**config.mk**
```make
export PLATFORM = sky130hd
export DESIGN_NAME = tcs_delay
export DESIGN_NICKNAME = d
export VERILOG_FILES = /design/src/design/tcs_delay.sv
export SDC_FILE = /design/constraint.sdc
export NUM_CORES = 1
export LEC_CHECK = 0
export ABC_AREA = 1
export BUFFER_PORTS_ARGS = -buffer_cell sky130_fd_sc_hd__buf_4
export CELL_PAD_IN_SITES_DETAIL_PLACEMENT = 2
export CELL_PAD_IN_SITES_GLOBAL_PLACEMENT = 2
export CORE_MARGIN = 4
export CORE_UTILIZATION = 40
export DETAILED_ROUTE_END_ITERATION = 10
export PLACE_DENSITY = 0.84
export SLEW_MARGIN = 20
export SYNTH_ARGS = -nofsm -noshare
export SYNTH_HDL_FRONTEND = slang
export SYNTH_SLANG_ARGS = --single-unit
```
**constraint.sdc**
```tcl
create_clock -name i_clk -period 3.2 [get_ports i_clk]
set_input_delay 0.48 -clock i_clk [delete_from_list [all_inputs] [get_ports i_clk]]
set_output_delay 0.48 -clock i_clk [all_outputs]
set_load 0.005 [all_outputs]
```
**src/design/tcs_delay.sv**
```systemverilog
// ============================================================================
// tcs_delay : enabled shift line
// Carries side data alongside the arithmetic stages, DEPTH registers deep.
// ============================================================================
module tcs_delay #(
    parameter int WD    = 8,
    parameter int DEPTH = 4
) (
    input  logic          i_clk,
    input  logic          i_rst_n,
    input  logic          i_en,
    input  logic [WD-1:0] i_d,
    output logic [WD-1:0] o_q
);
    logic [WD-1:0] r_stg [0:DEPTH-1];

    always_ff @(posedge i_clk) begin
        if (!i_rst_n) begin
            for (int t = 0; t < DEPTH; t++) r_stg[t] <= '0;
        end else if (i_en) begin
            r_stg[0] <= i_d;
            for (int t = 1; t < DEPTH; t++) r_stg[t] <= r_stg[t-1];
        end
    end

    assign o_q = r_stg[DEPTH-1];
endmodule

```
==> impl_metrics.yaml <==
clock_tree:
  cts_sinks: 32
  cts_buffer_depth: 2
  clk_pin_slew_ns: 0.09
  cts_resized: 0
  numCtsBuffers: 5
  cts_tree: "yes"
  clk_latency_ns: 0.31
  postCtsHoldBufs: 0
  cts_max_level: 2
  postCtsSetupBuffers: 0
  clock-root-buffer: "clkbuf_4"
pwr:
  power_leakage_uw: 0.000642
  power_density_nw_per_um2: 493
  power_uw: 765
  irDropWorstVdd_uv: 197
floorplanning:
  fp-row-count: 20
  die-width_um: 65.9
  initial_utilization: 0.428
  dieArea_um2: 4340
  ios: 19
  die_h_um: 65.9
  core_um2: 3130
timing:
  setup-tns-final_ns: 0
  tightest_slew_ns: 0.987
  slew-limit-headroom: 0.340
  final-hold-violation-count: 0
  slew_violations: 0
  setup_viol: 0
  min_period_ns: 1.36
  finalWorstSetupSlack_ns: 1.84
  fmax_mhz: 735
  finalCritPeriodShare: 0.425
  fin_skew_ns: 0.00484
  grt_setup_unrepaired: "no"
global_routing:
  grt_max_degree: 33
  grt_pass1_vias: 810
  antenna_found_initial: 0
  grt_overflow_total: 0
  grt_usage: 0.116
  grt_pass1_wl_um: 3550
synth:
  synth_top_family_by_area: "simple AND/OR/NAND/NOR gates"
  ys_warn_count: 0
  ys_types: 8
  synth-seq-area-share: 0.718
  syn_area_per_cell_um2: 13.1
  syn_nets: 113
  synth_xor_area_frac: 0
  synth_fa_ha_area_frac: 0
  ys_ff_latch: 32
  synth-simple-area-share: 0.164
  netlist_instances: 102
  synth-compound-area-share: 0
  netlist_area_um2: 1340
  synthMuxAreaShare: 0
detailed_routing:
  drt-initial-drc-count: 62
  vias: 723
  detail-route-antenna-nets: 0
  post_drt_via_cell_ratio: 4.25
  dr.pass1.iters: 2
  drt_wl_total_um: 2000
  route.detailed.drc: 0
  wire_per_inst_um: 11.8
min_path:
  hold_class: "input pin to flip-flop"
  holdPathStages: 3
setup_path:
  path_class: "input pin to flip-flop"
  cp_max_fo: 32
  required_ns: 3.23
  start_kind: "input pin"
  end_kind: "flip-flop"
  arrival_ns: 1.39
  rr_worst_depth: 2
final_layout:
  largest_reg_flops: 32
  regMostFlops: "r_stg"
  final_common_cell: "inv_1"
  final_cell_mix: "inv_1 (33), edfxtp_1 (32), nor2_2 (27)"
  area_delta_synth_final_pct: 15.9
  drive_above_1_share: 0.437
  final_nets: 136
  n_antenna_cell: 0
  post-route-cell-area_um2: 1550
  reg_top3: "r_stg (32)"
run_status:
  status: "completed"
placement:
  post-place-ws_ns: 1.43
  hpwl_um: 1440
  gp_congestion: 0.583
  dpl_cell_area_um2: 1500
  portBuffers: 18
job:
  drv_cap: 0
cell type report:
class	count	area, µm²
Timing Repair Buffer	19	143
Tap cell	44	55.1
Fill cell	315	1580
Multi-Input combinational cell	34	220
Inverter	33	124
Sequential cell	32	961
Clock inverter	1	3.75
Clock buffer	7	45.0
cell usage after synthesis:
cell type,n,share of area
edfxtp_1,32,0.72
nand2_1,1,0.0028
nor2_4,3,0.025
nand2_2,1,0.0047
nor2_2,27,0.13
buf_6,3,0.025
nor2_1,2,0.0056
inv_1,33,0.093
metrics by stage:
step,hold WS [ns],utilization,cells
2_1_floorplan,0.519,-,102
3_3_place_gp,0.524,0.480,162
3_5_place_dp,0.543,0.480,162
4_1_cts,0.458,0.496,170
5_1_grt,0.448,0.496,170
6_report,0.476,0.496,170
worst max-delay path: stages:
cell and delay, ns:
buf_4 0.12, nand2_2 0.71, nor2_1 0.08
logic make-up after synthesis:
kind of cell           count (synthesis)
buffers and inverters                 36
flip-flops                            32
AND/OR/NAND/NOR                       34
per-layer routing:
layer	track usage	routed length [µm]
met1	0.109	672
met2	0.214	1180
met3	0.0561	135
met4	0.0389	12
met5	0	0
report_power, final:
group / internal, µW / switching, µW
registers: 490 / 7.54
logic: 25.8 / 37.9
clock network: 84.4 / 120
total: 600 / 165
worst paths after layout:
path / from / to / slack [ns]
max: i_rst_n / r_stg[3][3]$_SDFFCE_PN0P_ / 1.84
min: i_d[2] / r_stg[0][2]$_SDFFCE_PN0P_ / 0.48
max reg2reg: r_stg[0][2]$_SDFFCE_PN0P_ / r_stg[1][2]$_SDFFCE_PN0P_ / 2.42
min reg2reg: r_stg[2][5]$_SDFFCE_PN0P_ / r_stg[3][5]$_SDFFCE_PN0P_ / 0.56
Note: power is estimated with default switching activity, not from simulation.
