File: src/design/tcs_sqrt.sv
// ============================================================================
// tcs_sqrt : pipelined integer square root
// Digit by digit, one root bit per stage, floor of the root.
// ============================================================================
module tcs_sqrt #(
    parameter int RW = 31
) (
    input  logic            i_clk,
    input  logic            i_en,
    input  logic [2*RW-1:0] i_s,
    output logic [RW-1:0]   o_root
);
    localparam int SW = 2 * RW;

    logic [SW-1:0] r_s    [0:RW-1];
    logic [RW+1:0] r_rem  [0:RW-1];
    logic [RW-1:0] r_root [0:RW-1];

    for (genvar t = 0; t < RW; t++) begin : g_stg
        logic [SW-1:0] in_s;
        logic [RW+1:0] in_rem;
        logic [RW-1:0] in_root;
        logic [RW+1:0] rem2;
        logic [RW+1:0] trial;
        logic          ge;

        if (t == 0) begin : g_first
            assign in_s    = i_s;
            assign in_rem  = '0;
            assign in_root = '0;
        end else begin : g_next
            assign in_s    = r_s[t-1];
            assign in_rem  = r_rem[t-1];
            assign in_root = r_root[t-1];
        end

        assign rem2  = {in_rem[RW-1:0], in_s[SW-1:SW-2]};
        assign trial = {in_root, 2'b01};
        assign ge    = rem2 >= trial;

        always_ff @(posedge i_clk) begin
            if (i_en) begin
                r_s[t]    <= in_s << 2;
                r_rem[t]  <= ge ? (rem2 - trial) : rem2;
                r_root[t] <= {in_root[RW-2:0], ge};
            end
        end
    end

    assign o_root = r_root[RW-1];
endmodule

File: config.mk
export PLATFORM = sky130hd
export DESIGN_NAME = tcs_sqrt
export DESIGN_NICKNAME = d
export VERILOG_FILES = /design/src/design/tcs_sqrt.sv
export SDC_FILE = /design/constraint.sdc
export NUM_CORES = 2
export LEC_CHECK = 0
export BUFFER_PORTS_ARGS = -buffer_cell sky130_fd_sc_hd__buf_2
export CAP_MARGIN = 15
export CORE_ASPECT_RATIO = 1.75
export CORE_MARGIN = 1
export CORE_UTILIZATION = 60
export CTS_BUF_LIST = sky130_fd_sc_hd__clkbuf_4
export CTS_CLUSTER_DIAMETER = 60
export DETAILED_ROUTE_END_ITERATION = 8
export PLACE_DENSITY = 0.73
export SLEW_MARGIN = 20
export SYNTH_ARGS = -nofsm -noshare
export SYNTH_HDL_FRONTEND = slang
export SYNTH_SLANG_ARGS = --single-unit
File: constraint.sdc
create_clock -name i_clk -period 9.7 [get_ports i_clk]
set_clock_uncertainty 0.2 [all_clocks]
set_input_delay 1.94 -clock i_clk [delete_from_list [all_inputs] [get_ports i_clk]]
set_output_delay 1.94 -clock i_clk [all_outputs]
set_load 0.01 [all_outputs]
==> results.cfg <==
[floorplan]
die_h_um = 561.9
die_area_um2 = 180900
fp.coreArea_um2 = 178000
initial_core_util = 0.6038
ios = 95
dieWidth_um = 322.0
num_rows = 205

[finish]
nets = 9433
layout_commonest_cell = edfxtp_1
final_area_um2 = 117700
layout_common_cells = edfxtp_1, clkbuf_4, inv_1, nand2_1, ha_1
nFillCells = 13197
syn2layout_area_growth_pct = 9.473
ff_latch_area_um2 = 69460
final_layout_size_suffix_gt1_frac = 0.1183
multi_input_area_um2 = 34960
instances_no_fill = 11598

[run]
maxCapViolations = 0

[timing]
rsz0062_at_grt = no
fmax_mhz = 217.1
fin_setup_tns_ns = 0
worst_pin_slew_ns = 1.097
fin_crit_sh = 0.4749
period_minus_slack_ns = 4.607
setup_viol = 0
hold_violations = 0
maxSlewViolCount = 0
slew_headroom = 0.2684

[synth]
synth.avg_cell_area_um2 = 12.93
synthSimpleGateAreaFrac = 0.09752
muxShareOfSynthArea = 0.007915
ys_seq_area_frac = 0.6462
synth.area.top_cells = edfxtp_1, ha_1, xnor2_1, xor2_1, a21oi_1
syn_area_um2 = 107500
async_flop_share = 0
synth_edf_count = 2313
syn_nets = 8905
synth_top_family_by_area = compound AO/OA/AOI/OAI gates
synthAdderAreaFrac = 0.06146
ys_ff_latch = 2313
yosys_warnings = 0
synth_compound_area_frac = 0.09808
syn_inst = 8313
ys.flop_type = edfxtp_1
yosys.area_share.xor_xnor = 0.05940
yosys.area.top_type = edfxtp_1
synth.distinct_cells = 93
synth_top_area_share = 0.6462

[route]
drc = 0
antenna_left = 0
detail_route.vias_per_cell = 5.758
dr.pass1.iters = 6
via_count = 66782
wl_um = 231600
drt_iter0_drc = 3778
wl_per_cell_um = 19.97

[clocking]
worstSkewPairLatency_ns = 1.21
cts_buffer_depth = 4
clkTransAtPathRegs_ns = 0.08
h-tree-depth = 6
postCtsResizedCells = 0
cts_hold_buf = 0
root_buffer = clkbuf_4
cts_tree = yes
numCtsBuffers = 535
cts_num_sinks = 2313
postCtsSetupRepairBufs = 0

[grt]
grt_pass1_vias = 69091
grt_pass1_wl_um = 359300
grt_overflow = 0
antenna_found_initial = 7
gr-usage-all-layers = 0.2568
grt_max_degree = 178

[worst_setup_path]
worstPathRequired_ns = 10.45
path_class = register to register
arrival_ns = 5.36
start_kind = register
end_kind = register
worst-path-max-fanout = 25

[placed_design]
gp_congestion = 0.9511
dp_hpwl_um = 169500
port_buffers = 94
placed_area_um2 = 110900
dp_cells = 10684

[min_path]
holdCritPathClass = register to register

[pwr]
power.leakage_nw = 45.65
vdd_drop_max_mv = 0.1423
p_per_area_nw_per_um2 = 231.9

[status]
status = finished, final reports clean
-- worst max-delay path, stage by stage, from the launching register on --
cell and delay, ns:
edfxtp_1 0.43, or4_1 0.58, or3_1 0.40, nor4_1 0.67, o311a_1 0.31, nand3_1 0.68, o2111ai_1 0.57, nor3_1 0.25
nand3b_1 0.17, xnor2_1 0.08
-- state kept, by name (all words and copies together), names as in the netlist --
signal / cells
r_rem: 887
r_root: 496
r_s: 930
-- path summary, 6_finish.rpt --
kind,startpoint,endpoint,slack (ns),depth (start not counted)
setup / recovery,r_rem[0][282],r_rem[0][323],5.09,9
hold / removal,r_s[1][416],r_s[1][478],0.18,0
setup reg to reg,r_rem[0][282],r_rem[0][323],5.09,9
hold reg to reg,r_s[1][416],r_s[1][478],0.18,0
-- synth_stat cells, drive strengths merged (83+ instances only) --
master / number
edfxtp: 2313
inv: 684
nand2: 595
ha: 528
nor2: 523
a21oi: 521
o21ai: 469
xnor2: 394
xor2: 335
nor3: 202
a21o: 181
clkbuf: 129
nand3: 125
nand2b: 108
nor4: 102
o21a: 90
nand4: 88
or3: 83
-- report_power, final --
| group | switching, mW | internal, mW | total [mW] |
|---|---|---|---|
| Sequential | 0.880 | 12.7 | 13.6 |
| Clock | 3.69 | 4.00 | 7.69 |
| Combinational | 3.59 | 2.45 | 6.03 |
-- routing by layer --
metal,up-vias,track usage,share of wire
met3,817,0.04021,0.036
met2,1817,0.5052,0.57
met1,32006,0.2249,0.31
li1,32142,-,-
met4,0,0.1989,0.082
met5,-,0,0
-- per-stage QoR --
stage | hold WS [ns] | util | power (mW) | worst slack, ns
2_1_floorplan | 0.2003 | - | 17.71 | 6.218
3_3_place_gp | 0.2001 | 0.6231 | 19.59 | 5.015
3_5_place_dp | 0.2045 | 0.6231 | 19.75 | 4.907
4_1_cts | 0.1827 | 0.6607 | 27.53 | 5.099
5_1_grt | 0.1769 | 0.6610 | 28.73 | 4.807
6_report | 0.1827 | 0.6610 | 27.29 | 5.093
-- logic make-up (layout without fill, tap and decap cells) --
family | count (synthesis) | in the layout
buffers and inverters | 835 | 1724
AO/OA/AOI/OAI | 1700 | 1700
other | 1 | 17
adder cells (fa/ha/maj) | 528 | 528
multiplexers | 75 | 75
XOR/XNOR | 729 | 729
flip-flops | 2313 | 2313
AND/OR/NAND/NOR | 2132 | 2132
-- layout make-up --
class,count,share of cell area
Antenna cell,16,0.0003403
Clock buffer,731,0.04664
Clock inverter,167,0.01021
Inverter,684,0.02182
Multi-Input combinational cell,5165,0.2971
Sequential cell,2313,0.5903
Tap cell,2380,0.02531
Timing Repair Buffer,142,0.008358
Note: power is estimated with default switching activity, not from simulation.
