`src/design/tcs_pkg.sv`:
```
// ============================================================================
// tcs_pkg : shared constants for the tetrahedron circumsphere pipeline
// Multiplier slice width and the latency rule of the sliced multiplier.
// ============================================================================
package tcs_pkg;

    // width of one operand slice fed to a single hardware multiplier
    localparam int MUL_CHUNK = 32;

    // stages of tcs_mul: magnitude stage, one stage per slice pair, sign stage
    function automatic int mul_lat(input int aw, input int bw);
        return ((aw + MUL_CHUNK - 1) / MUL_CHUNK) * ((bw + MUL_CHUNK - 1) / MUL_CHUNK) + 2;
    endfunction

endpackage

```
`src/design/tcs_mul.sv`:
```
// ============================================================================
// tcs_mul : pipelined signed multiplier
// Magnitudes are split in MUL_CHUNK slices; one slice product accumulated per stage.
// ============================================================================
module tcs_mul #(
    parameter int AW = 33,
    parameter int BW = 33
) (
    input  logic                      i_clk,
    input  logic                      i_en,
    input  logic signed [AW-1:0]      i_a,
    input  logic signed [BW-1:0]      i_b,
    output logic signed [AW+BW-1:0]   o_p
);
    import tcs_pkg::*;

    localparam int PW  = AW + BW;
    localparam int NA  = (AW + MUL_CHUNK - 1) / MUL_CHUNK;
    localparam int NB  = (BW + MUL_CHUNK - 1) / MUL_CHUNK;
    localparam int NP  = NA * NB;
    localparam int AXW = NA * MUL_CHUNK;
    localparam int BXW = NB * MUL_CHUNK;

    logic [AW-1:0]  a_mag;
    logic [BW-1:0]  b_mag;
    logic [AXW-1:0] r_a   [0:NP-1];
    logic [BXW-1:0] r_b   [0:NP-1];
    logic [PW-1:0]  r_acc [0:NP];
    logic           r_neg [0:NP];
    logic [PW-1:0]  r_p;

    assign a_mag = i_a[AW-1] ? (~i_a + 1'b1) : i_a;
    assign b_mag = i_b[BW-1] ? (~i_b + 1'b1) : i_b;

    always_ff @(posedge i_clk) begin
        if (i_en) begin
            r_a[0]   <= AXW'(a_mag);
            r_b[0]   <= BXW'(b_mag);
            r_acc[0] <= '0;
            r_neg[0] <= i_a[AW-1] ^ i_b[BW-1];
        end
    end

    for (genvar k = 0; k < NP; k++) begin : g_pp
        localparam int I  = k / NB;
        localparam int J  = k % NB;
        localparam int SH = MUL_CHUNK * (I + J);
        logic [2*MUL_CHUNK-1:0] pp;

        assign pp = r_a[k][I*MUL_CHUNK +: MUL_CHUNK] * r_b[k][J*MUL_CHUNK +: MUL_CHUNK];

        always_ff @(posedge i_clk) begin
            if (i_en) begin
                r_acc[k+1] <= r_acc[k] + (PW'(pp) << SH);
                r_neg[k+1] <= r_neg[k];
            end
        end

        if (k < NP - 1) begin : g_fwd
            always_ff @(posedge i_clk) begin
                if (i_en) begin
                    r_a[k+1] <= r_a[k];
                    r_b[k+1] <= r_b[k];
                end
            end
        end
    end

    always_ff @(posedge i_clk) begin
        if (i_en) r_p <= r_neg[NP] ? (~r_acc[NP] + 1'b1) : r_acc[NP];
    end

    assign o_p = r_p;
endmodule

```
`config.mk`:
```
export PLATFORM = sky130hd
export DESIGN_NAME = tcs_mul
export DESIGN_NICKNAME = d
export VERILOG_FILES = /design/src/design/tcs_pkg.sv /design/src/design/tcs_mul.sv
export SDC_FILE = /design/constraint.sdc
export NUM_CORES = 2
export LEC_CHECK = 0
export BUFFER_PORTS_ARGS = -buffer_cell sky130_fd_sc_hd__buf_2
export CORE_ASPECT_RATIO = 0.8
export CORE_MARGIN = 4
export CORE_UTILIZATION = 57
export CTS_CLUSTER_SIZE = 14
export DETAILED_ROUTE_END_ITERATION = 6
export GPL_TIMING_DRIVEN = 0
export PLACE_DENSITY_LB_ADDON = 0.2
export SLEW_MARGIN = 30
export SYNTH_ARGS = -nofsm -noshare
export SYNTH_HDL_FRONTEND = slang
export SYNTH_SLANG_ARGS = --single-unit
```
`constraint.sdc`:
```
create_clock -name i_clk -period 20.7 [get_ports i_clk]
set_input_delay 0 -clock i_clk [delete_from_list [all_inputs] [get_ports i_clk]]
set_output_delay 0 -clock i_clk [all_outputs]
set_load 0.01 [all_outputs]
```
==> flow_summary_export.csv <==
group,metric,value,unit
status,outcome,"finished with violations",
status,violations,"design-rule violations",
placed_design,placed_area,57400,um^2
routing,dr.first_iter.drc_count,4210,
routing,drtPass1Iterations,7,
cts,cts_sinks,503,
layout,fin_area,60200,um^2
critical_path,r2r-end,"r_acc[1][65]",
critical_path,crit_chain,"clkbuf_1 > nand2_1 > fa_1 > fa_1 > fa_1 > fa_1 > inv_1 > fa_1 > fa_1 > fa_1 > fa_1 > ha_1 > clkbuf_1 > a21oi_1 > o21ai_0 > a31o_2 > a21oi_1 > o21bai_1 > nand3_1 > nand3_1 > a31oi_1 > o21ai_0 > xnor2_1",
layout,final_layout_size_suffix_gt1_share,5.14,%
placed_design,port_buffers,133,
sta,setup_viol,0,
floorplanning,io_pins,134,
critical_path,cp-start-kind,"flop",
placed_design,hpwlAfterDp,152,mm
logic_synthesis,synth.top_cell.area_share,32.8,%
routing,wire_per_inst,27.4,um
logic_synthesis,synth_compound_area_share,5.55,%
logic_synthesis,synthTopCellsByArea,"fa_1 33%, edfxtp_1 28%, ha_1 7.8%",
sta,hold_viol,0,
floorplanning,die_area,101000,um^2
sta,grt_setup_unrepaired,"false",
placed_design,dp.cells,6573,
floorplanning,start_util,57.7,%
worst_hold_path,hp-class,"in -> reg",
cts,cts_buffers,50,
global_routing,grt_overflow,0,
global_routing,grt_pass1_vias,39800,
worst_hold_path,holdCritStartpoint,"i_a[1]",
cts,clkLatencyLatePin,0.64,ns
critical_path,critical_path_class,"reg -> reg",
logic_synthesis,synthFlopType,"edfxtp_1",
critical_path,cp_slowest_cell,"edfxtp_1",
placed_design,gp_congestion,1.04,
critical_path,cp.arrival,10.66,ns
critical_path,worst-r2r-cell-count,23,
routing,detail-route-antenna-nets,0,
logic_synthesis,synth_area,54900,um^2
flow_run,drv_cap,0,
critical_path,crit_family,"adder cells",
sta,skew,0.0779,ns
layout,area_growth,9.64,%
routing,vias,39600,
critical_path,critPathMaxStageDelay,0.92,ns
critical_path,cp_max_fo,10,
logic_synthesis,syn-num-nets,6455,
worst_hold_path,hold_end,"r_a[0][1]",
layout,finalNonFillerCells,6793,
global_routing,grt_first_pass_wirelength,273,mm
global_routing,grtUsageTotal,37.5,%
sta,fin_crit_sh,49.8,%
cts,h-tree-depth,2,
routing,drc,12,
critical_path,setup.worst_path.start,"r_b[0][8]",
worst_hold_path,worstHoldPathCells,3,
sta,max_freq,0.0970,GHz
cts,cts_tree,"built",
logic_synthesis,synthSimpleGateAreaFrac,14.6,%
routing,wl,186,mm
logic_synthesis,synthCells,5146,
logic_synthesis,synthDistinctLibCells,68,
critical_path,crit_top_cell,"fa_1",
critical_path,endpoint_kind,"flop",
sta,final_max_slew_viol_count,0,
layout,nNetsFinal,6753,
cts,cts_buffer_depth,3,
sta,period_minus_slack,10.31,ns
logic_synthesis,ys_ff_latch,503,
critical_path,r2r_start,"r_b[0][8]",
logic_synthesis,avgSynthCellArea,10.7,um^2
critical_path,critical_path_buf_inv_count,3,
logic_synthesis,seq_area_frac_synth,27.5,%
layout,fillers,7852,
floorplanning,die_h,286,um
global_routing,antenna_found_initial,20,
sta,tightestPinTransition,1.14,ns
floorplanning,die_w,355,um
floorplanning,rows,101,
logic_synthesis,yosysTopAreaCell,"fa_1",
logic_synthesis,synthAdderAreaFrac,40.6,%
critical_path,rrSetupSlack,10.39,ns
sta,tns,0,ns
critical_path,crit_cells,23,
routing,drt-vias-per-instance,5.83,
sta,relSlewSlack,24.1,%
cts,clockRootBuffer,"clkbuf_16",
logic_synthesis,synth.area.mux_share,0.0205,%
critical_path,critPathRequiredTime,21.06,ns
logic_synthesis,synth_top_family_by_area,"adder cells",
floorplanning,core-area,95200,um^2
logic_synthesis,yosysWarnings,0,
logic_synthesis,synth-edff-count,503,
global_routing,grt_max_degree,98,
logic_synthesis,synthArstFlopShare,0,%
logic_synthesis,synth_xor_xnor_area_share,3.83,%
cts,clkTransAtPathRegs,0.06,ns
[worst register-to-register path, cell delays in order (launching register included)]
cell	delay [ns]
edfxtp_1	0.92
clkbuf_1	0.90
nand2_1	0.19
fa_1	0.56
fa_1	0.54
fa_1	0.55
fa_1	0.52
inv_1	0.05
fa_1	0.55
fa_1	0.43
fa_1	0.49
fa_1	0.66
ha_1	0.29
clkbuf_1	0.32
a21oi_1	0.62
o21ai_0	0.46
a31o_2	0.36
a21oi_1	0.14
o21bai_1	0.10
nand3_1	0.19
nand3_1	0.23
a31oi_1	0.61
o21ai_0	0.23
xnor2_1	0.17
[cell families (layout without fill, tap and decap cells)]
group,after synthesis,count (layout)
AO/OA/AOI/OAI,466,466
XOR/XNOR,240,240
adder cells (fa/ha/maj),1241,1241
buffers and inverters,1150,1489
flip-flops,503,503
multiplexers,1,1
other,0,21
AND/OR/NAND/NOR,1545,1545
[state kept, by name, indices dropped and copies added (netlist names)]
name / count
r_b: 100
r_acc: 264
r_neg: 5
o_p: 66
r_a: 68
[layout by cell type, fill, tap and decap left out, types with 6 or more instances in the layout]
cell,instances
inv_1,906
o31ai_1,38
dlygate4sd3_1,105
o211ai_1,7
or4_1,15
nor3_1,16
o21a_1,15
nor4_1,11
xor2_1,47
clkinv_2,6
a21o_1,61
nor2_1,95
buf_2,134
clkbuf_16,50
o21bai_1,22
ha_1,341
a211oi_1,10
nor2b_1,21
diode_2,21
and3_1,15
o41ai_1,13
o21ai_0,101
or3_1,17
and2_1,654
xnor2_1,193
edfxtp_1,503
nand4_1,29
nand3_1,34
clkinv_1,12
a21oi_1,125
clkbuf_2,36
a31oi_1,18
fa_1,900
nand2b_1,26
a221o_1,6
nand2_1,583
clkbuf_1,214
[what timing repair did]
action,in CTS,in global routing
gates resized for setup,0,0
hold endpoints to repair,132,0
setup buffers,0,0
hold buffers,105,0
[how the worst max path moves through the flow]
stage / end / slack, ns
after floorplan: r_acc[1][63] / 13.33
after detailed placement: r_acc[1][65] / 10.60
after global routing: r_acc[1][65] / 10.24
final: r_acc[1][65] / 10.39
after global placement: r_acc[1][63] / 9.56
after CTS: r_acc[1][65] / 10.60
[through the flow]
| step | hold slack (ns) | worst slack [ns] | utilization, % |
|---|---|---|---|
| 5_1_grt | 0.0264 | 10.24 | 63.2 |
| 3_3_place_gp | 0.234 | 9.56 | 60.1 |
| 6_report | 0.0286 | 10.39 | 63.2 |
| 4_1_cts | 0.0254 | 10.60 | 63.1 |
| 3_5_place_dp | 0.239 | 10.60 | 60.3 |
| 2_1_floorplan | 0.0989 | 13.33 | - |
[cells in the mapped netlist, types with 21 or more instances]
library cell,instances
inv_1,906
fa_1,900
and2_1,654
nand2_1,583
edfxtp_1,503
ha_1,341
clkbuf_1,240
xnor2_1,193
a21oi_1,125
o21ai_0,101
nor2_1,95
a21o_1,61
xor2_1,47
o31ai_1,38
nand3_1,34
nand4_1,29
nand2b_1,26
o21bai_1,22
nor2b_1,21
[layer usage]
layer / GRT usage [%] / share of wire [%] / up-vias
li1: - / - / 16800
met1: 53.7 / 41 / 20200
met2: 53.1 / 41 / 2246
met3: 13.2 / 13 / 372
met4: 13.9 / 4.4 / 8
met5: 0 / 0.026 / -
[layout make-up]
class	count	area (um^2)	share of cell area (%)
Multi-Input combinational cell	3493	35500	59.0
Sequential cell	503	15100	25.1
Inverter	906	3400	5.65
Timing Repair Buffer	246	1900	3.15
Tap cell	1287	1610	2.68
Clock buffer	60	1290	2.14
Buffer	244	963	1.60
Clock inverter	33	370	0.616
Antenna cell	21	52.6	0.0873
Power is left out: the tool's default activity adds up to more than one toggle a clock period on the data nets, which glitch-free logic cannot reach.
